File: src/oiks_pkg.sv
// ----------------------------------------------------------------------------
// oiks_pkg
// Types and constants shared by the ocean irrigation kernel sum core.
// ----------------------------------------------------------------------------
`timescale 1ns / 1ps
`default_nettype none

package oiks_pkg;

  localparam int DEF_MAX_WIDTH  = 256;
  localparam int DEF_MAX_HEIGHT = 256;
  localparam int DEF_RADIUS     = 10;

  localparam int GRID_W      = 9;
  localparam int CELL_W      = 8;
  localparam int WATER_W     = 32;
  localparam int IRR_W       = 48;
  localparam int WEIGHT_W    = 16;
  localparam int IN_TDATA_W  = 56;
  localparam int OUT_TDATA_W = 48;

  localparam logic KIND_LOAD  = 1'b0;
  localparam logic KIND_QUERY = 1'b1;

  localparam logic CFG_IDX_WIDTH  = 1'b0;
  localparam logic CFG_IDX_HEIGHT = 1'b1;

  typedef enum logic [1:0] {
    ST_CLEAR,
    ST_IDLE,
    ST_RUN,
    ST_DRAIN
  } state_t;

  typedef struct packed {
    logic               ocean;
    logic [WATER_W-1:0] water;
  } cell_t;

  typedef struct packed {
    logic issue;
    logic acc_clr;
  } mac_ctl_t;

endpackage

`default_nettype wire

File: src/oiks_mac.sv
// ----------------------------------------------------------------------------
// oiks_mac
// Weight ROM lookup, water x weight multiply and 48-bit accumulate.
// ----------------------------------------------------------------------------
`timescale 1ns / 1ps
`default_nettype none

module oiks_mac import oiks_pkg::*; #(
  parameter int RADIUS = DEF_RADIUS,
  parameter int SW     = 8
) (
  input  wire logic             clk,
  input  wire logic             rst_n,
  input  wire mac_ctl_t         ctl,
  input  wire logic [SW-1:0]    wt_idx,
  input  wire cell_t            rdata,
  output logic      [IRR_W-1:0] sum_nxt
);

  localparam int ROM_SIZE = 2 * RADIUS * RADIUS + 1;
  localparam logic [63:0] LN2_Q32 = 64'd2977044472;
  localparam logic [63:0] ONE_Q32 = 64'd1 << 32;

  // shift-subtract divide, elaboration only
  function automatic logic [63:0] udiv64(input logic [63:0] num, input logic [63:0] den);
    logic [64:0] rem;
    logic [63:0] quo;
    rem = '0;
    quo = '0;
    for (int i = 63; i >= 0; i--) begin
      rem = {rem[63:0], num[i]};
      if (rem >= {1'b0, den}) begin
        rem    = rem - {1'b0, den};
        quo[i] = 1'b1;
      end
    end
    return quo;
  endfunction

  function automatic logic [63:0] isqrt64(input logic [63:0] val);
    logic [63:0] v;
    logic [63:0] r;
    logic [63:0] b;
    v = val;
    r = '0;
    b = 64'd1 << 62;
    for (int i = 0; i < 32; i++) begin
      if (v >= r + b) begin
        v = v - (r + b);
        r = (r >> 1) + b;
      end else begin
        r = r >> 1;
      end
      b = b >> 2;
    end
    return r;
  endfunction

  // 1/(ln(1+sqrt(s))+1) in Q0.16, saturated
  function automatic logic [WEIGHT_W-1:0] weight_of(input logic [31:0] s);
    logic [63:0] t;
    logic [63:0] x;
    logic [63:0] k;
    logic        done;
    logic [63:0] m;
    logic [63:0] u;
    logic [63:0] u2;
    logic [63:0] term;
    logic [63:0] sum;
    logic [63:0] ln;
    logic [63:0] den;
    logic [63:0] q;
    t    = isqrt64({s, 32'd0});
    x    = 64'd65536 + t;
    k    = '0;
    done = 1'b0;
    for (int j = 0; j < 64; j++) begin
      if (!done) begin
        if ((x >> k) >= 64'd131072) begin
          k = k + 64'd1;
        end else begin
          done = 1'b1;
        end
      end
    end
    m    = (x << 16) >> k;
    u    = udiv64((m - ONE_Q32) << 32, m + ONE_Q32);
    u2   = (u * u) >> 32;
    term = u;
    sum  = '0;
    for (int n = 1; n < 40; n += 2) begin
      sum  = sum + udiv64(term, 64'(n));
      term = (term * u2) >> 32;
    end
    ln  = k * LN2_Q32 + 2 * sum;
    den = ln + ONE_Q32;
    q   = udiv64((64'd1 << 48) + (den >> 1), den);
    if (q > 64'hFFFF) begin
      q = 64'hFFFF;
    end
    return q[WEIGHT_W-1:0];
  endfunction

  logic [WEIGHT_W-1:0] rom [ROM_SIZE];

  for (genvar g = 0; g < ROM_SIZE; g++) begin : g_rom
    localparam logic [WEIGHT_W-1:0] W = weight_of(32'(g));
    assign rom[g] = W;
  end

  logic                    v_b_r;
  logic [SW-1:0]           s_b_r;
  logic                    v_c_r;
  logic [WEIGHT_W-1:0]     w_c_r;
  logic [WATER_W-1:0]      water_c_r;
  logic                    v_d_r;
  logic [WATER_W+WEIGHT_W-1:0] prod_d_r;
  logic [IRR_W-1:0]        acc_r;

  always_ff @(posedge clk) begin
    if (!rst_n) begin
      v_b_r <= 1'b0;
      v_c_r <= 1'b0;
      v_d_r <= 1'b0;
    end else begin
      v_b_r <= ctl.issue;
      v_c_r <= v_b_r && rdata.ocean;
      v_d_r <= v_c_r;
    end
  end

  always_ff @(posedge clk) begin
    s_b_r     <= wt_idx;
    w_c_r     <= rom[s_b_r];
    water_c_r <= rdata.water;
    prod_d_r  <= water_c_r * w_c_r;
    acc_r     <= sum_nxt;
  end

  always_comb begin
    if (ctl.acc_clr) begin
      sum_nxt = '0;
    end else if (v_d_r) begin
      sum_nxt = acc_r + IRR_W'(prod_d_r[WATER_W+WEIGHT_W-1:WEIGHT_W]);
    end else begin
      sum_nxt = acc_r;
    end
  end

endmodule

`default_nettype wire

File: config.mk
export PLATFORM = sky130hd
export DESIGN_NAME = oiks_mac
export DESIGN_NICKNAME = d
export VERILOG_FILES = /design/src/oiks_pkg.sv /design/src/oiks_mac.sv
export SDC_FILE = /design/constraint.sdc
export NUM_CORES = 2
export LEC_CHECK = 0
export BUFFER_PORTS_ARGS = -buffer_cell sky130_fd_sc_hd__buf_2
export CORE_MARGIN = 2
export CORE_UTILIZATION = 58
export DETAILED_ROUTE_END_ITERATION = 6
export GPL_ROUTABILITY_DRIVEN = 0
export PLACE_DENSITY = 0.8
export SLEW_MARGIN = 10
export SYNTH_ARGS = -nofsm -noshare
export SYNTH_HDL_FRONTEND = slang
export SYNTH_SLANG_ARGS = --single-unit
File: constraint.sdc
create_clock -name clk -period 8.3 [get_ports clk]
set_input_delay 0.415 -clock clk [delete_from_list [all_inputs] [get_ports clk]]
set_output_delay 0.415 -clock clk [all_outputs]
set_load 0.01 [all_outputs]
==> summary.md <==
| Metric | Value |
|---|---|
| Headroom to the max-slew limit | `0.272` |
| Share of the synthesized area in the top cell type | `0.348` |
| Starting Density | `0.588` |
| Cell type of the slowest stage on the worst timing path | `dfxtp_1` |
| Number of enable flip-flop cells after synthesis | `0` |
| Max-capacitance violation count | `0` |
| Commonest cells in the synthesized netlist | `448 x inv_1, 425 x nand2_1, 418 x fa_1, 224 x and2_1, 164 x ha_1` |
| Average via count per standard cell | `6.01` |
| Number of placement rows | `74` |
| Number of iterations in the first detailed-routing pass | `7` |
| Most frequent cell after synthesis | `inv_1` |
| Number of antenna violations at the first check in global routing | `1` |
| Sum of negative setup slack | `0 ns` |
| Clock Latency Late Sink | `0.49 ns` |
| Drt initial violations | `approximately 2.6k` |
| Setup violation total in the final timing report | `0` |
| Instance count of the mapped netlist | `roughly 2.8k` |
| Main area contributors after synthesis | `fa_1 35%, dfxtp_1 12%, ha_1 8.5%, inv_1 7.0%, nand2_1 6.6%` |
| Share of post-route cells with drive strength above 1 | `0.0728` |
| Average instance area after synthesis | `8.46 um2` |
| Total number of H-tree levels | `4` |
| Register bit total from synthesis | `139` |
| Post-synthesis cell type with the largest combined area | `fa_1` |
| Arr. time, crit path | `approximately 7.2 ns` |
| Overflow left after global routing | `0` |
| Share of async-settable or async-resettable flops after synthesis | `0` |
| Sequential element share of the synthesized area | `0.116` |
| Fraction of the core area covered by cells at the end of the flow | `0.621` |
| Vias in the first global route | `21.4k` |
| Total number of clock tree sinks | `139` |
| Overall die area | `between 40000 and 50000 um2` |
| Count of buffers from port buffering | `92` |
| Post-Syn Nets | `between 3k and 4k` |
| Required time reported for the critical path endpoint | `about 8.7 ns` |
| Clock slew at the register clock pins of the worst setup and hold paths | `0.07 ns` |
| Fraction of the cycle the final worst path needs | `0.823` |
| Critical Path Source Type | `register` |
| Number of gates given a new drive strength after cts | `0` |
| Violated checks | `DRC` |
| Hold Vio Cnt, Final | `0` |
| Crit path largest cell delay | `0.82 ns` |
| Pins over their slew limit | `0` |
| Post-Synthesis Cell Area | `24100 um2` |
| Synthesis warning total | `0` |
| Outcome | `finished, violations left` |
| Main synth FF type | `dfxtp_1` |
| Wire length reported by the detailed router | `roughly 65000 um` |
| Crit path cell chain | `and2_1, fa_1, inv_1, fa_1, fa_1, inv_1, fa_1, fa_1, fa_1, ha_1, a21oi_2, o211ai_1, a211oi_2, a2111oi_4, o2111ai_2, nand2_4, o311ai_4, nor4b_4, a211oi_2` |
| Post-layout nets | `3458` |
| Kind of end point of the critical path | `register` |
| Class of the most critical setup path | `reg -> reg` |
| Dpl hpwl | `48500 um` |
| Clock tree from TritonCTS | `built` |
| Maximum clock frequency | `146 MHz` |
| Overall Global Routing Usage | `0.310` |
| Worst Hold Class | `in -> reg` |
| Number of top-level pins | `93` |
| Number of distinct library cells after synthesis | `90` |
| Total CTS buffers | `17` |
| Clock period minus worst slack | `6.83 ns` |
| Largest net degree at the start of global routing | `around 110` |
| Post-CTS setup buffer count | `0` |
| Area added between synthesis and finish | `5.70%` |
| Most Frequent Cell on Critical Path | `fa_1` |
| Worst clock skew | `0.0156 ns` |
| Unrepaired setup endpoints after global routing | `false` |
| Global-route wire length before repair | `108000 um` |
| Least-Margin Pin Slew | `between 1 and 1.5 ns` |
| Core Area | `40900 um2` |
| Mean routed wirelength per cell | `about 19 um` |
| # DRC | `43` |
| Critical path fanouts, max | `20` |
| Via count of the routed design | `between 20k and 25k` |
| Fillers | `about 3.4k` |
| Library cell used as clock root buffer | `clkbuf_16` |
| Buffer levels on the longest clock path | `2` |
| R2R setup slack | `1.47 ns` |
| Die extent in x | `208 um` |
| Remaining antenna violation count | `0` |
| Die Y-Extent | `208 um` |
-- worst paths after layout --
check / start / to / cells past startpoint
max: w_c_r[6]$_DFF_P_ / prod_d_r[46]$_DFF_P_ / 19
min: rdata[18] / water_c_r[18]$_DFF_P_ / 1
max reg2reg: w_c_r[6]$_DFF_P_ / prod_d_r[46]$_DFF_P_ / 19
min reg2reg: v_c_r$_SDFF_PN0_ / v_d_r$_SDFF_PN0_ / 1
-- cell type report --
cell class,instances,area (um2),area share
antenna,1,2.50,0.0000984
timing repair buffer,126,728,0.0286
tap,532,666,0.0262
multi-input combinational,2096,19000,0.747
inverter,451,1690,0.0666
clock inverter,14,136,0.00536
clock buffer,18,429,0.0169
sequential,139,2790,0.110
-- cell usage in the layout (no fill, tap or decap), types with 14 or more instances in the layout --
master,count
nor2b_1,22
fa_1,418
nand2_1,425
ha_1,164
a31oi_1,21
nor2_1,139
a21oi_1,142
inv_1,448
nor3_1,27
buf_2,92
dfxtp_1,135
a21o_1,28
nand3_1,37
a211oi_1,14
xnor2_1,43
o21a_1,16
mux2i_1,19
o211ai_1,20
and2_1,224
xor2_1,19
buf_4,29
o21ai_0,100
clkbuf_16,17
-- sequential cells by signal (all words and copies together), names as in the netlist --
name and flops:
prod_d_r 32, acc_r 48, v_c_r 1, v_d_r 1, s_b_r 8, v_b_r 1
w_c_r 16, water_c_r 32
-- routing by layer --
layer,global-route usage,wire length (um),vias to the layer above
met5,0,0,-
met4,0.134,2710,0
met2,0.511,30600,1198
met1,0.395,24700,9825
li1,-,-,8998
met3,0.0699,6610,270
-- critical path: cells and delay by family, from the launching register on --
kind / cells / cell delay [ns]
adders and majority gates: 7 / 3.23
AOI/OAI and AO/OA: 7 / 1.83
buffers and inverters: 2 / 0.18
DFF: 1 / 0.82
and+or+nand+nor: 3 / 0.65
-- cells by family after synthesis --
family                   Yosys count  share of synthesized area
AO/OA/AOI/OAI                    475                      0.133
XOR/XNOR                          62                     0.0226
adder cells (fa/ha/maj)          582                      0.433
buffers and inverters            608                     0.0951
flip-flops                       139                      0.116
multiplexers                      30                     0.0135
AND/OR/NAND/NOR                  947                      0.187
-- stage by stage --
step | cell area (um2) | setup slack [ns] | std cells | hold slack (ns)
3_3_place_gp | 24800 | 1.69 | 3339 | 0.415
3_5_place_dp | 24800 | 1.51 | 3339 | 0.426
4_1_cts | 25400 | 1.49 | 3376 | 0.00119
5_1_grt | 25400 | 1.11 | 3377 | 0.0138
2_1_floorplan | 24100 | 2.31 | 2843 | 0.412
6_report | 25400 | 1.47 | 3377 | 0.0257
-- what timing repair did --
item | in CTS | in global routing
setup endpoints to repair | 0 | 0
endpoints found under the hold margin | 5 | 0
hold buffers | 5 | 0
Power is not shown: default switching activity piles up to over one toggle a cycle in this logic, so the estimate is an artifact.
