### src/oiks_pkg.sv
// ----------------------------------------------------------------------------
// oiks_pkg
// Types and constants shared by the ocean irrigation kernel sum core.
// ----------------------------------------------------------------------------
`timescale 1ns / 1ps
`default_nettype none

package oiks_pkg;

  localparam int DEF_MAX_WIDTH  = 256;
  localparam int DEF_MAX_HEIGHT = 256;
  localparam int DEF_RADIUS     = 10;

  localparam int GRID_W      = 9;
  localparam int CELL_W      = 8;
  localparam int WATER_W     = 32;
  localparam int IRR_W       = 48;
  localparam int WEIGHT_W    = 16;
  localparam int IN_TDATA_W  = 56;
  localparam int OUT_TDATA_W = 48;

  localparam logic KIND_LOAD  = 1'b0;
  localparam logic KIND_QUERY = 1'b1;

  localparam logic CFG_IDX_WIDTH  = 1'b0;
  localparam logic CFG_IDX_HEIGHT = 1'b1;

  typedef enum logic [1:0] {
    ST_CLEAR,
    ST_IDLE,
    ST_RUN,
    ST_DRAIN
  } state_t;

  typedef struct packed {
    logic               ocean;
    logic [WATER_W-1:0] water;
  } cell_t;

  typedef struct packed {
    logic issue;
    logic acc_clr;
  } mac_ctl_t;

endpackage

`default_nettype wire

### src/oiks_seq.sv
// ----------------------------------------------------------------------------
// oiks_seq
// Sequencer: store clearing, loads, window sweep, drain and result register.
// ----------------------------------------------------------------------------
`timescale 1ns / 1ps
`default_nettype none

module oiks_seq import oiks_pkg::*; #(
  parameter int MAX_WIDTH  = DEF_MAX_WIDTH,
  parameter int MAX_HEIGHT = DEF_MAX_HEIGHT,
  parameter int RADIUS     = DEF_RADIUS,
  parameter int XW         = 8,
  parameter int YW         = 8,
  parameter int SW         = 8
) (
  input  wire logic                clk,
  input  wire logic                rst_n,
  input  wire logic                req_valid,
  output logic                     req_ready,
  input  wire logic                req_kind,
  input  wire logic [CELL_W-1:0]   req_x,
  input  wire logic [CELL_W-1:0]   req_y,
  input  wire logic [WATER_W-1:0]  req_water,
  input  wire logic                req_ocean,
  input  wire logic [GRID_W-1:0]   grid_w,
  input  wire logic [GRID_W-1:0]   grid_h,
  output logic                     res_valid,
  input  wire logic                res_ready,
  output logic      [IRR_W-1:0]    res_data,
  output logic                     mem_we,
  output logic      [XW+YW-1:0]    mem_waddr,
  output cell_t                    mem_wdata,
  output logic                     mem_re,
  output logic      [XW+YW-1:0]    mem_raddr,
  output mac_ctl_t                 mac_ctl,
  output logic      [SW-1:0]       wt_idx,
  input  wire logic [IRR_W-1:0]    sum_nxt
);

  localparam int AW = XW + YW;
  localparam int OW = $clog2(2 * RADIUS + 1);
  localparam logic [OW-1:0] OFF_LAST = OW'(2 * RADIUS);
  localparam logic [OW-1:0] OFF_MID  = OW'(RADIUS);
  localparam logic [1:0]    DRAIN_LAST = 2'd2;

  state_t            state_r, state_nxt;
  logic [AW-1:0]     clr_cnt_r, clr_cnt_nxt;
  logic [CELL_W-1:0] cx_r, cx_nxt;
  logic [CELL_W-1:0] cy_r, cy_nxt;
  logic              ok_r, ok_nxt;
  logic [OW-1:0]     ix_r, ix_nxt;
  logic [OW-1:0]     iy_r, iy_nxt;
  logic [1:0]        drain_r, drain_nxt;
  logic              res_valid_r, res_valid_nxt;
  logic [IRR_W-1:0]  res_data_r;
  logic              res_load;

  logic [OW-1:0]     ad_x, ad_y;
  logic [2*OW-1:0]   sq_x, sq_y;
  logic [2*OW:0]     s_sum;
  logic [9:0]        sx, sy;
  logic              in_x, in_y;
  logic              load_in_store;

  // window offsets and distance index
  always_comb begin
    ad_x   = (ix_r >= OFF_MID) ? ix_r - OFF_MID : OFF_MID - ix_r;
    ad_y   = (iy_r >= OFF_MID) ? iy_r - OFF_MID : OFF_MID - iy_r;
    sq_x   = ad_x * ad_x;
    sq_y   = ad_y * ad_y;
    s_sum  = {1'b0, sq_x} + {1'b0, sq_y};
    wt_idx = SW'(s_sum);
    sx     = {2'b00, cx_r} + 10'(ix_r) - 10'(RADIUS);
    sy     = {2'b00, cy_r} + 10'(iy_r) - 10'(RADIUS);
    in_x   = !sx[9] && (sx[8:0] < grid_w);
    in_y   = !sy[9] && (sy[8:0] < grid_h);
    mem_raddr = {YW'(sy[8:0]), XW'(sx[8:0])};
    load_in_store = (32'(req_x) < MAX_WIDTH) && (32'(req_y) < MAX_HEIGHT);
  end

  always_ff @(posedge clk) begin
    if (!rst_n) begin
      state_r     <= ST_CLEAR;
      clr_cnt_r   <= '0;
      res_valid_r <= 1'b0;
    end else begin
      state_r     <= state_nxt;
      clr_cnt_r   <= clr_cnt_nxt;
      res_valid_r <= res_valid_nxt;
    end
  end

  always_ff @(posedge clk) begin
    cx_r    <= cx_nxt;
    cy_r    <= cy_nxt;
    ok_r    <= ok_nxt;
    ix_r    <= ix_nxt;
    iy_r    <= iy_nxt;
    drain_r <= drain_nxt;
    if (res_load) begin
      res_data_r <= sum_nxt;
    end
  end

  always_comb begin
    state_nxt   = state_r;
    clr_cnt_nxt = clr_cnt_r;
    cx_nxt      = cx_r;
    cy_nxt      = cy_r;
    ok_nxt      = ok_r;
    ix_nxt      = ix_r;
    iy_nxt      = iy_r;
    drain_nxt   = drain_r;
    req_ready   = 1'b0;
    mem_we      = 1'b0;
    mem_waddr   = clr_cnt_r;
    mem_wdata   = '0;
    mem_re      = 1'b0;
    mac_ctl     = '0;
    res_load    = 1'b0;

    unique case (state_r)
      ST_CLEAR: begin
        mem_we      = 1'b1;
        clr_cnt_nxt = clr_cnt_r + 1'b1;
        if (clr_cnt_r == '1) begin
          state_nxt = ST_IDLE;
        end
      end
      ST_IDLE: begin
        req_ready = 1'b1;
        if (req_valid) begin
          if (req_kind == KIND_QUERY) begin
            cx_nxt          = req_x;
            cy_nxt          = req_y;
            ok_nxt          = ({1'b0, req_x} < grid_w) && ({1'b0, req_y} < grid_h);
            ix_nxt          = '0;
            iy_nxt          = '0;
            mac_ctl.acc_clr = 1'b1;
            state_nxt       = ST_RUN;
          end else if (load_in_store) begin
            mem_we    = 1'b1;
            mem_waddr = {YW'(req_y), XW'(req_x)};
            mem_wdata = '{ocean: req_ocean, water: req_water};
          end
        end
      end
      ST_RUN: begin
        mem_re        = 1'b1;
        mac_ctl.issue = ok_r && in_x && in_y;
        if (ix_r == OFF_LAST) begin
          ix_nxt = '0;
          if (iy_r == OFF_LAST) begin
            drain_nxt = '0;
            state_nxt = ST_DRAIN;
          end else begin
            iy_nxt = iy_r + 1'b1;
          end
        end else begin
          ix_nxt = ix_r + 1'b1;
        end
      end
      ST_DRAIN: begin
        if (drain_r != DRAIN_LAST) begin
          drain_nxt = drain_r + 1'b1;
        end else if (!res_valid_r || res_ready) begin
          res_load  = 1'b1;
          state_nxt = ST_IDLE;
        end
      end
      default: begin
        state_nxt = ST_CLEAR;
      end
    endcase
  end

  always_comb begin
    if (res_load) begin
      res_valid_nxt = 1'b1;
    end else if (res_ready) begin
      res_valid_nxt = 1'b0;
    end else begin
      res_valid_nxt = res_valid_r;
    end
  end

  assign res_valid = res_valid_r;
  assign res_data  = res_data_r;

endmodule

`default_nettype wire

### config.mk
export PLATFORM = sky130hd
export DESIGN_NAME = oiks_seq
export DESIGN_NICKNAME = d
export VERILOG_FILES = /design/src/oiks_pkg.sv /design/src/oiks_seq.sv
export SDC_FILE = /design/constraint.sdc
export NUM_CORES = 1
export LEC_CHECK = 0
export BUFFER_PORTS_ARGS = -buffer_cell sky130_fd_sc_hd__buf_2
export CAP_MARGIN = 20
export CORE_AREA = 2 2 199 103
export DETAILED_ROUTE_END_ITERATION = 6
export DIE_AREA = 0 0 201 105
export GPL_TIMING_DRIVEN = 0
export SYNTH_ARGS = -nofsm -noshare
export SYNTH_HDL_FRONTEND = slang
export SYNTH_SLANG_ARGS = --single-unit
### constraint.sdc
create_clock -name clk -period 8.65 [get_ports clk]
set_input_delay 1.73 -clock clk [delete_from_list [all_inputs] [get_ports clk]]
set_output_delay 1.73 -clock clk [all_outputs]
set_load 0.005 [all_outputs]
==> metrics.txt, run 1 <==
status=complete, no violations; Synth Area in Compound Gates=7.978%; P_sw=525.1 uW; Post-Place Cell Area=0.008304 mm^2; Util after Layout=44.83%; Sequential Power Share=33.4%; via/cell ratio=4.541; die height=105 um; 1st-iter DRT viols=208; Tot GR Track Use=16.28%; Worst R2R Setup Slack=5.89 ns; Cells after Synth=615; synthesized flop and latch total=96; Worst Max-Slew Pin Slew=0.9670 ns; Clock power frac=26.6%; Synth async-reset ratio=0%; filler-free cell count of the finished design=1144; DP HPWL=14070 um; switch share=33.00%; largest family of logic cells by synthesized area=adder cells; I/O pins=247; met2 wire len=8825 um; Synth Cell Area=0.006713 mm^2; max cap viols=0; DR WL met3=978 um; setup ws final=0.5196 ns; CP endpoint kind=output port; cell row count=36; fraction of layout cells with a size suffix above 1=33.71%; Final Cycle Share=93.99%; Slew headroom=35.53%; combinational fraction of design power=40.0%; syn avg cell area=10.91 um^2; Clk Latency, worst-skew pair=0.34 ns; Critical Path AT=6.40 ns; worst hold endpoint=res_valid; Final ANT Viol Nets=0; First-pass DRT Iterations=5; commonest non-fill, non-tap cell in the layout=buf_2; VDD IR-drop max=0.1007 mV; clock skew=0.01148 ns; RSZ-0062 raised after global routing=no; commonest non-fill, non-tap cells in the layout=buf_2, ha_1, inv_1, edfxtp_1, and2_1; fin area=0.008623 mm^2; H-tree levels=3; vias in the first global route=5491; Worst Setup Start Kind=register; placed cell count=1128; post-synth cell types=52; die width=201 um; post-layout net count=1108; Crit Path Class=register to output port; Root Buffer=clkbuf_16; Placeable Area=0.01923 mm^2; routed length on met1=7097 um; detailed-route via count=5195; Post-Synth Adder-Cell Area=23.67%; simple-gate share of the synthesized area=12.64%; Ys Warns=0; reg2reg path depth=5; number of buffers created by CTS=9; Antenna Cells=0; clock slew at reported path FFs=0.07 ns; first-pass GRT wire length=27170 um; top layer in use=met4; Sink Count=96; number of setup violations in the final report=0; Area growth, synth to finish=28.46%; r2r endpoint=iy_r[3]; # DRC=0; Synth Area in XOR/XNOR=5.741%; Internal Power=1.066 mW; Leakage=4.253 nW; Setup WS pre-CTS=0.7745 ns; RR Startpoint=state_r[1]; CP Max Fanout=9; die area=0.02111 mm^2; post-layout min period=8.130 ns; drt wl/cell=14.91 um; CTS max path bufs=2; CTS tree=yes; hold_sp=res_valid; GRT overflow=0; max frequency=0.1230 GHz; mux contribution to synthesized area=4.045%; Post-Syn Nets=850; hold path depth=2; CTS Hold Buffers Added=0; Starting Density=34.90%; pwr dens=184.5 mW/mm^2; Hold WC Path Type=register to register; fin. max-slew vios=0; final hold violation count=0; Req. time, crit path=6.92 ns; sequential fraction of the synthesis area=40.11%; Post-synth EDFFs=77; Post-synth top flop=edfxtp_1; drt total wl=17060 um; count of input and output buffers=246; antenna violations before repair=0; RePlAce Congestion=0.8337; pin count of the biggest net entering global routing=35; Fin Setup TNS=0 ns
==> routing by layer <==
layer / GRT usage (%) / vias up
li1: - / 2602
met1: 18.14 / 2474
met2: 30.70 / 106
met3: 4.928 / 13
met4: 3.228 / 0
met5: 0 / -
==> critical path, stage by stage, from the launching register on <==
cell and delay, ns:
edfxtp_1 0.60, inv_1 0.22, ha_1 0.23, inv_1 0.06, o21ai_2 0.07, a21oi_4 0.21, mux2_2 0.38, inv_1 0.15
nand2_1 0.11, fa_1 0.55, inv_1 0.06, fa_1 0.52, inv_1 0.05, fa_1 0.52, inv_1 0.05, fa_1 0.56
fa_1 0.42, ha_1 0.35, a21oi_1 0.22, o21bai_1 0.09, a21oi_1 0.20, xnor2_1 0.15, xnor2_1 0.13, buf_2 0.12
==> layout make-up <==
cell class,instances,area (um^2)
inverter,93,349.1
buffer,9,41.29
clock buffer,9,225.2
fill,1871,10610
timing repair buffer,247,1251
clock inverter,7,86.33
tap,266,332.8
sequential,96,2693
multi-input combinational,417,3645
==> through the flow <==
| stage | hold WS (ns) | power, mW |
|---|---|---|
| after detailed placement | 0.5494 | 1.190 |
| after global placement | 0.5185 | 1.179 |
| after CTS | 0.5598 | 1.622 |
| after global routing | 0.5917 | 1.730 |
| final | 0.5543 | 1.591 |
| after floorplan | 0.4880 | 0.9790 |
==> how the worst max path moves through the flow <==
| stage | startpoint | end | cells past startpoint |
|---|---|---|---|
| finish | iy_r[0] | wt_idx[7] | 23 |
| floorplan | iy_r[2] | wt_idx[7] | 22 |
| CTS | iy_r[0] | wt_idx[7] | 23 |
| detailed placement | iy_r[0] | wt_idx[7] | 23 |
| global placement | iy_r[0] | wt_idx[7] | 23 |
| global route | iy_r[0] | wt_idx[7] | 23 |
==> state kept, by name, summed over array words and instances, names as in the netlist <==
signal,flops
clr_cnt_r,16
cx_r,8
cy_r,8
drain_r,2
ix_r,5
iy_r,5
ok_r,1
res_data,48
res_valid,1
state_r,2
==> cell families after synthesis <==
logic type / after synthesis
AOI/OAI and AO/OA: 77
xor gates and xnor gates: 44
adders and majority gates: 115
buffers and inverters: 102
DFF: 96
muxes: 25
and+or+nand+nor: 156
==> synthesized netlist by cell type, types with 2 or more instances <==
cell	instances	area [um^2]
a211oi_1	3	22.52
a21boi_0	2	15.01
a21o_1	14	105.1
a21oi_1	20	100.1
a21oi_4	2	32.53
a22oi_1	2	15.01
and2_1	58	362.9
and3_1	4	25.02
buf_2	3	15.01
clkbuf_1	5	18.77
dfxtp_1	19	380.4
edfxtp_1	77	2312
fa_1	20	400.4
ha_1	95	1189
inv_1	93	349.1
mux2_2	17	191.4
mux2i_1	8	80.08
nand2_1	31	116.4
nand2b_1	5	31.28
nand3_1	5	25.02
nand4_1	8	50.05
nor2_1	24	90.09
nor2b_1	9	56.30
nor3_1	3	15.01
o2111ai_1	2	17.52
o21a_1	3	22.52
o21ai_0	12	60.06
o21ai_2	2	17.52
o21bai_1	3	22.52
o31ai_1	2	15.01
xnor2_1	36	315.3
xor2_1	8	70.07
==> power groups by stage <==
stage               registers (mW)  clock network (mW)  logic [mW]
floorplan                    0.536                   0       0.443
global placement             0.540                   0       0.638
detailed placement           0.541                   0       0.649
CTS                          0.531               0.437       0.654
global route                 0.533               0.455       0.742
finish                       0.531               0.423       0.637
==> repair_timing <==
action	CTS	global route
endpoints found under the setup margin	0	1
hold endpoints to repair	0	0
setup buffers	0	0
resized for setup	0	1
No activity file was read; power rests on OpenSTA's default activity.
==> run 2: changes to the inputs <==
Settings changed: CELL_PAD_IN_SITES_DETAIL_PLACEMENT set to 0, CELL_PAD_IN_SITES_GLOBAL_PLACEMENT set to 1, PLACE_DENSITY_LB_ADDON set to 0.1.
==> metrics.txt, run 2 (synthesized netlist as in run 1, its figures left out) <==
status=complete, no violations; Starting Density=34.90% (unchanged); Clk Latency, worst-skew pair=0.35 ns (about the same); CP Max Fanout=9 (unchanged); fin. max-slew vios=0 (unchanged); cell row count=36 (unchanged); pin count of the biggest net entering global routing=29 (-17%); Critical Path AT=6.50 ns (+0.10 ns); CTS Hold Buffers Added=0 (unchanged); CTS max path bufs=2 (unchanged); die width=201 um (unchanged); fraction of layout cells with a size suffix above 1=33.71% (unchanged); Area growth, synth to finish=28.63%; via/cell ratio=4.476 (-1.4%); I/O pins=247 (unchanged); post-layout net count=1108 (unchanged); # DRC=0 (unchanged); max frequency=0.1215 GHz (-1.2%); Util after Layout=44.89% (+0.059 points); Root Buffer=clkbuf_16; vias in the first global route=5457 (-0.62%); flip-flop count of the largest register after layout=48 (unchanged); Leakage=4.261 nW (+0.17%); Worst Max-Slew Pin Slew=1.001 ns (+0.03391 ns); Tot GR Track Use=17.09% (+0.81 points); die area=0.02111 mm^2 (unchanged); RSZ-0062 raised after global routing=no; VDD IR-drop max=0.09025 mV (-10%); number of buffers created by CTS=9 (unchanged); CP max-delay cell=fa_1; Worst Setup Start Kind=register; Critical Path, Cell by Cell=clkbuf_1, inv_1, ha_1, inv_1, o21ai_2, a21oi_4, a22oi_1, o221a_2, and2_1, fa_1, fa_1, inv_1, fa_1, inv_1, fa_1, fa_1, ha_1, a21oi_1, o21bai_1, a21oi_1, xnor2_1, xnor2_1, buf_2; CTS tree=yes; Fin Setup TNS=0 ns (unchanged); CP dominant cell by count=fa_1; max cap viols=0 (unchanged); detailed-route via count=5130 (-1.3%); First-pass DRT Iterations=6 (+1); worst hold slack=0.5300 ns (-0.02430 ns); antenna violations before repair=3 (+3); number of setup violations in the final report=0 (unchanged); commonest non-fill, non-tap cells in the layout=buf_2, ha_1, inv_1, edfxtp_1, and2_1; Crit Path Class=register to output port; commonest non-fill, non-tap cell in the layout=buf_2; DP HPWL=14950 um (+6.3%); Placeable Area=0.01923 mm^2 (unchanged); count of input and output buffers=246 (unchanged); die height=105 um (unchanged); slowest cell delay on critical path=0.56 ns (-0.04 ns); GRT overflow=0 (unchanged); drt total wl=17660 um (+3.5%); CP endpoint kind=output port; Post-Place Cell Area=0.008304 mm^2 (unchanged); Filler cells=1897 (+1.4%); clock skew=0.009635 ns (-0.001841 ns); Sink Count=96 (unchanged); final hold violation count=0 (unchanged); fin area=0.008635 mm^2 (+0.13%); # Post-CTS Setup Buffers=0 (unchanged); clock slew at reported path FFs=0.07 ns (about the same); post_cts resized=0 (unchanged); 1st-iter DRT viols=126 (-39%); pwr dens=186.6 mW/mm^2 (+1.1%); RePlAce Congestion=0.8032 (-3.7%); drt wl/cell=15.41 um (+3.3%); Final ANT Viol Nets=0 (unchanged); Slew headroom=33.27% (-2.3 points); Final Cycle Share=95.14% (+1.2 points); post-layout min period=8.230 ns (+0.09956 ns); Req. time, crit path=6.92 ns (about the same); Hold WC Path Type=register to register; H-tree levels=3 (unchanged); first-pass GRT wire length=28190 um (+3.8%)
[run 2: changes by cell type in the layout (fill, tap and decap cells not counted)]
cell,delta
diode_2,+2
inv_8,+2
clkinvlp_4,-1
inv_6,-1
[run 2: worst max-delay path, delay by kind of cell, from the launching register on]
family                     cells  cell delay, ns
AOI/OAI and AO/OA              7            1.26
and+or+nand+nor                1            0.22
adders and majority gates      7            3.01
DFF                            1            0.53
xor gates and xnor gates       2            0.31
buffers and inverters          6            0.83
[run 2: metal layers]
layer,track usage (%),wire length (um),up-vias,part of all wire (%)
met2,29.02,8394,120,48
li1,-,-,2602,-
met5,0,13,-,0.074
met4,4.709,270,2,1.5
met3,5.677,1103,24,6.2
met1,20.78,7876,2382,45
[run 2: final timing paths]
check             cells past startpoint  slack (ns)      endpoint          from
hold reg to reg                       2        0.53  clr_cnt_r[6]  clr_cnt_r[6]
setup reg to reg                      5        5.87       iy_r[3]    state_r[1]
hold / removal                        2        0.53  clr_cnt_r[6]  clr_cnt_r[6]
setup / recovery                     23        0.42     wt_idx[7]       ix_r[0]
[run 2: layout make-up]
class                      count  area [um^2]  area share, %
sequential                    96         2693          31.18
clock inverter                 7        92.59          1.072
clock buffer                   9        225.2          2.608
timing repair buffer         247         1251          14.49
tap                          266        332.8          3.855
inverter                      93        349.1          4.043
multi-input combinational    417         3645          42.21
buffer                         9        41.29         0.4782
antenna                        2        5.005        0.05796
[run 2: power by group]
group	leakage [nW]	switching [mW]	total (mW)	internal, mW
clock network	0.158	0.200	0.434	0.234
logic	3.26	0.326	0.647	0.321
registers	0.846	0.0161	0.530	0.514
total	4.26	0.542	1.61	1.07
[run 2: stage by stage]
step | cells | power (mW) | worst slack [ns]
after floorplan | 615 | 0.9790 | 1.513
after global placement | 1127 | 1.193 | 0.7426
after detailed placement | 1128 | 1.203 | 0.6994
after CTS | 1144 | 1.642 | 0.3302
after global routing | 1145 | 1.740 | 0.04098
final | 1146 | 1.611 | 0.4201
==> run 3: changes to the inputs <==
Settings changed: ABC_AREA set to 1, CORE_AREA 2 2 199 103 to 2 2 204 106, DIE_AREA 0 0 201 105 to 0 0 206 108, REMOVE_ABC_BUFFERS set to 1, SETUP_SLACK_MARGIN set to 0.5.
==> metrics.txt, run 3 <==
drt wl/cell=14.05 um (-8.8%); commonest non-fill, non-tap cells in the layout=buf_2, inv_1, nor2_1, nand2_1, ha_1; H-tree levels=3 (unchanged); Root Buffer=clkbuf_16; commonest cells in the netlist=inv_1, nor2_1, nand2_1; multi-input logic area=0.003659 mm^2 (+0.38%); vias in the first global route=6022 (+10%); first-pass GRT wire length=30290 um (+7.5%); Leakage=4.699 nW (+10%); Setup WS pre-CTS=0.9451 ns (+0.2456 ns); # DRC=0 (unchanged); Worst Max-Slew Pin Slew=0.8238 ns (-0.1772 ns); count of input and output buffers=246 (unchanged); Synth Cell Area=0.007061 mm^2 (+5.2%); CTS tree=yes; Filler cells=2106 (+11%); die area=0.02225 mm^2 (+5.4%); fin. max-slew vios=0 (unchanged); Final Cycle Share=88.97% (-6.2 points); Slew headroom=45.08% (+12 points); flip-flop count of the largest register after layout=48 (unchanged); GRT overflow=0 (unchanged); Post-synth top flop=edfxtp_1; commonest non-fill, non-tap cell in the layout=buf_2; Worst Setup Start Kind=register; count leader, synth=inv_1; syn avg cell area=8.738 um^2 (-20%); Starting Density=34.82% (-0.081 points); via/cell ratio=4.419 (-1.3%); mux contribution to synthesized area=0.7974% (-3.2 points); CP Max Fanout=6 (-3); synthesized flop and latch total=96 (unchanged); Placeable Area=0.02028 mm^2 (+5.4%); Fin Setup TNS=0 ns (unchanged); Critical Path AT=5.97 ns (-0.53 ns); post-synth cell types=45 (-13%); Req. time, crit path=6.92 ns (about the same); largest family of logic cells by synthesized area=adder cells; Sink Count=96 (unchanged); post-layout min period=7.696 ns (-0.5340 ns); max frequency=0.1299 GHz (+6.9%); setup ws final=0.9541 ns (+0.5340 ns); I/O pins=247 (unchanged); Post-synth EDFFs=77 (unchanged); Crit Path Class=register to output port; number of buffers created by CTS=9 (unchanged); pwr dens=106.6 mW/mm^2 (-43%); First-pass DRT Iterations=7 (+1); cell row count=37 (+2.8%); RSZ-0062 raised after global routing=no; Synth Area in Compound Gates=8.471% (+0.49 points); clock slew at reported path FFs=0.07 ns (about the same); CP dominant cell by count=inv_1; Cells after Synth=808 (+31%); slowest cell delay on critical path=0.56 ns (about the same); CP max-delay cell=fa_1; status=complete, no violations; Synth async-reset ratio=0% (unchanged); Final ANT Viol Nets=0 (unchanged); final hold violation count=0 (unchanged); post-synth top area share=32.75% (-1.7 points); Area growth, synth to finish=28.39%; die height=108 um (+2.9%); detailed-route via count=5979 (+17%); drt total wl=19010 um (+7.6%); number of setup violations in the final report=0 (unchanged); pin count of the biggest net entering global routing=49 (+69%); max cap viols=0 (unchanged); Clk Latency, worst-skew pair=0.35 ns (about the same); RePlAce Congestion=0.7947 (-1.1%); post-layout net count=1305 (+18%); CTS Hold Buffers Added=0 (unchanged); register area=0.002693 mm^2 (unchanged); die width=206 um (+2.5%); Tot GR Track Use=17.56% (+0.48 points); sequential fraction of the synthesis area=38.14% (-2.0 points); VDD IR-drop max=0.08519 mV (-5.6%); Synth area leader=edfxtp_1; 1st-iter DRT viols=189 (+50%); Buf+Inv Stages, Crit Path=9 (+3); Worst path top cell family by delay=adder cells; Hold WC Path Type=register to register; top cells by area, synth=edfxtp_1, ha_1, inv_1; DP HPWL=15950 um (+6.7%); CP endpoint kind=output port; clock skew=0.01510 ns (+0.005469 ns); antenna violations before repair=5 (+2); Ys Warns=0 (unchanged); Synth Area in XOR/XNOR=2.481% (-3.3 points); Post-Synth Adder-Cell Area=22.51% (-1.2 points); simple-gate share of the synthesized area=17.10% (+4.5 points); CTS max path bufs=2 (unchanged); fraction of layout cells with a size suffix above 1=29.49% (-4.2 points)
==> run 3: cell types whose count changed after synthesis, sizes merged, moves of 10 or more <==
cell	delta
mux2	-12
inv	+88
nor2	+94
a21o	-13
nand2	+73
xnor2	-30
o21ai	+18
and2	-57
a21oi	+33
nand3	+25
nor2b	-10
==> run 3: path summary, 6_finish.rpt <==
kind / start / to / slack, ns / cells after the start
setup / recovery: iy_r[2] / wt_idx[7] / 0.95 / 27
hold / removal: clr_cnt_r[3] / clr_cnt_r[3] / 0.51 / 2
setup reg to reg: state_r[0] / iy_r[2] / 5.82 / 6
hold reg to reg: clr_cnt_r[3] / clr_cnt_r[3] / 0.51 / 2
==> run 3: logic make-up (layout without fill, tap and decap cells) <==
logic type | count (synthesis) | count (layout)
xor+xnor | 20 | 20
other cells | 0 | 5
fa+ha+maj | 115 | 115
buf+inv | 191 | 458
mux | 5 | 5
compound gates | 105 | 105
flops | 96 | 96
simple gates | 276 | 276
==> run 3: worst reg2reg max path, cell delays in order (launching register included) <==
cell	delay, ns
dfxtp_1	0.36
inv_1	0.10
ha_1	0.48
inv_1	0.30
o22ai_1	0.71
nand2_1	0.11
a21oi_1	0.43
==> run 3: power by group <==
group	internal (mW)	switching [mW]	total, mW
clock network	0.205	0.196	0.401
logic	0.0329	0.0335	0.0664
registers	0.497	0.000985	0.498
==> run 3: layer usage <==
metal,global-route usage (%),wire [um],vias up
met5,0,0,-
met1,21.09,8167,2723
met4,4.490,221,0
met3,6.239,1319,14
met2,30.13,9298,119
li1,-,-,3123
==> run 3: layout make-up <==
class	count	share of cell area, %
Antenna cell	5	0.1380
Clock buffer	9	2.484
Clock inverter	7	0.8006
Sequential cell	96	29.70
Multi-Input combinational cell	521	40.36
Timing Repair Buffer	260	15.10
Tap cell	273	3.768
Inverter	182	7.647
==> run 3: per-stage QoR <==
stage               hold slack [ns]  cells  area (um^2)  power (mW)  util (%)
global placement             0.4920   1318         8582      0.5737     42.32
floorplan                    0.4610    799         7009      0.5362         -
detailed placement           0.4976   1321         8652      0.5762     42.67
global route                 0.5502   1352         9062       1.008     44.69
finish                       0.5096   1353         9065      0.9663     44.71
CTS                          0.5111   1337         8950      0.9830     44.14
==> run 3: timing repair <==
action | 4_1_cts | 5_1_grt
setup endpoints to repair | 0 | 2
gates resized for setup | 0 | 6
setup buffers | 0 | 11
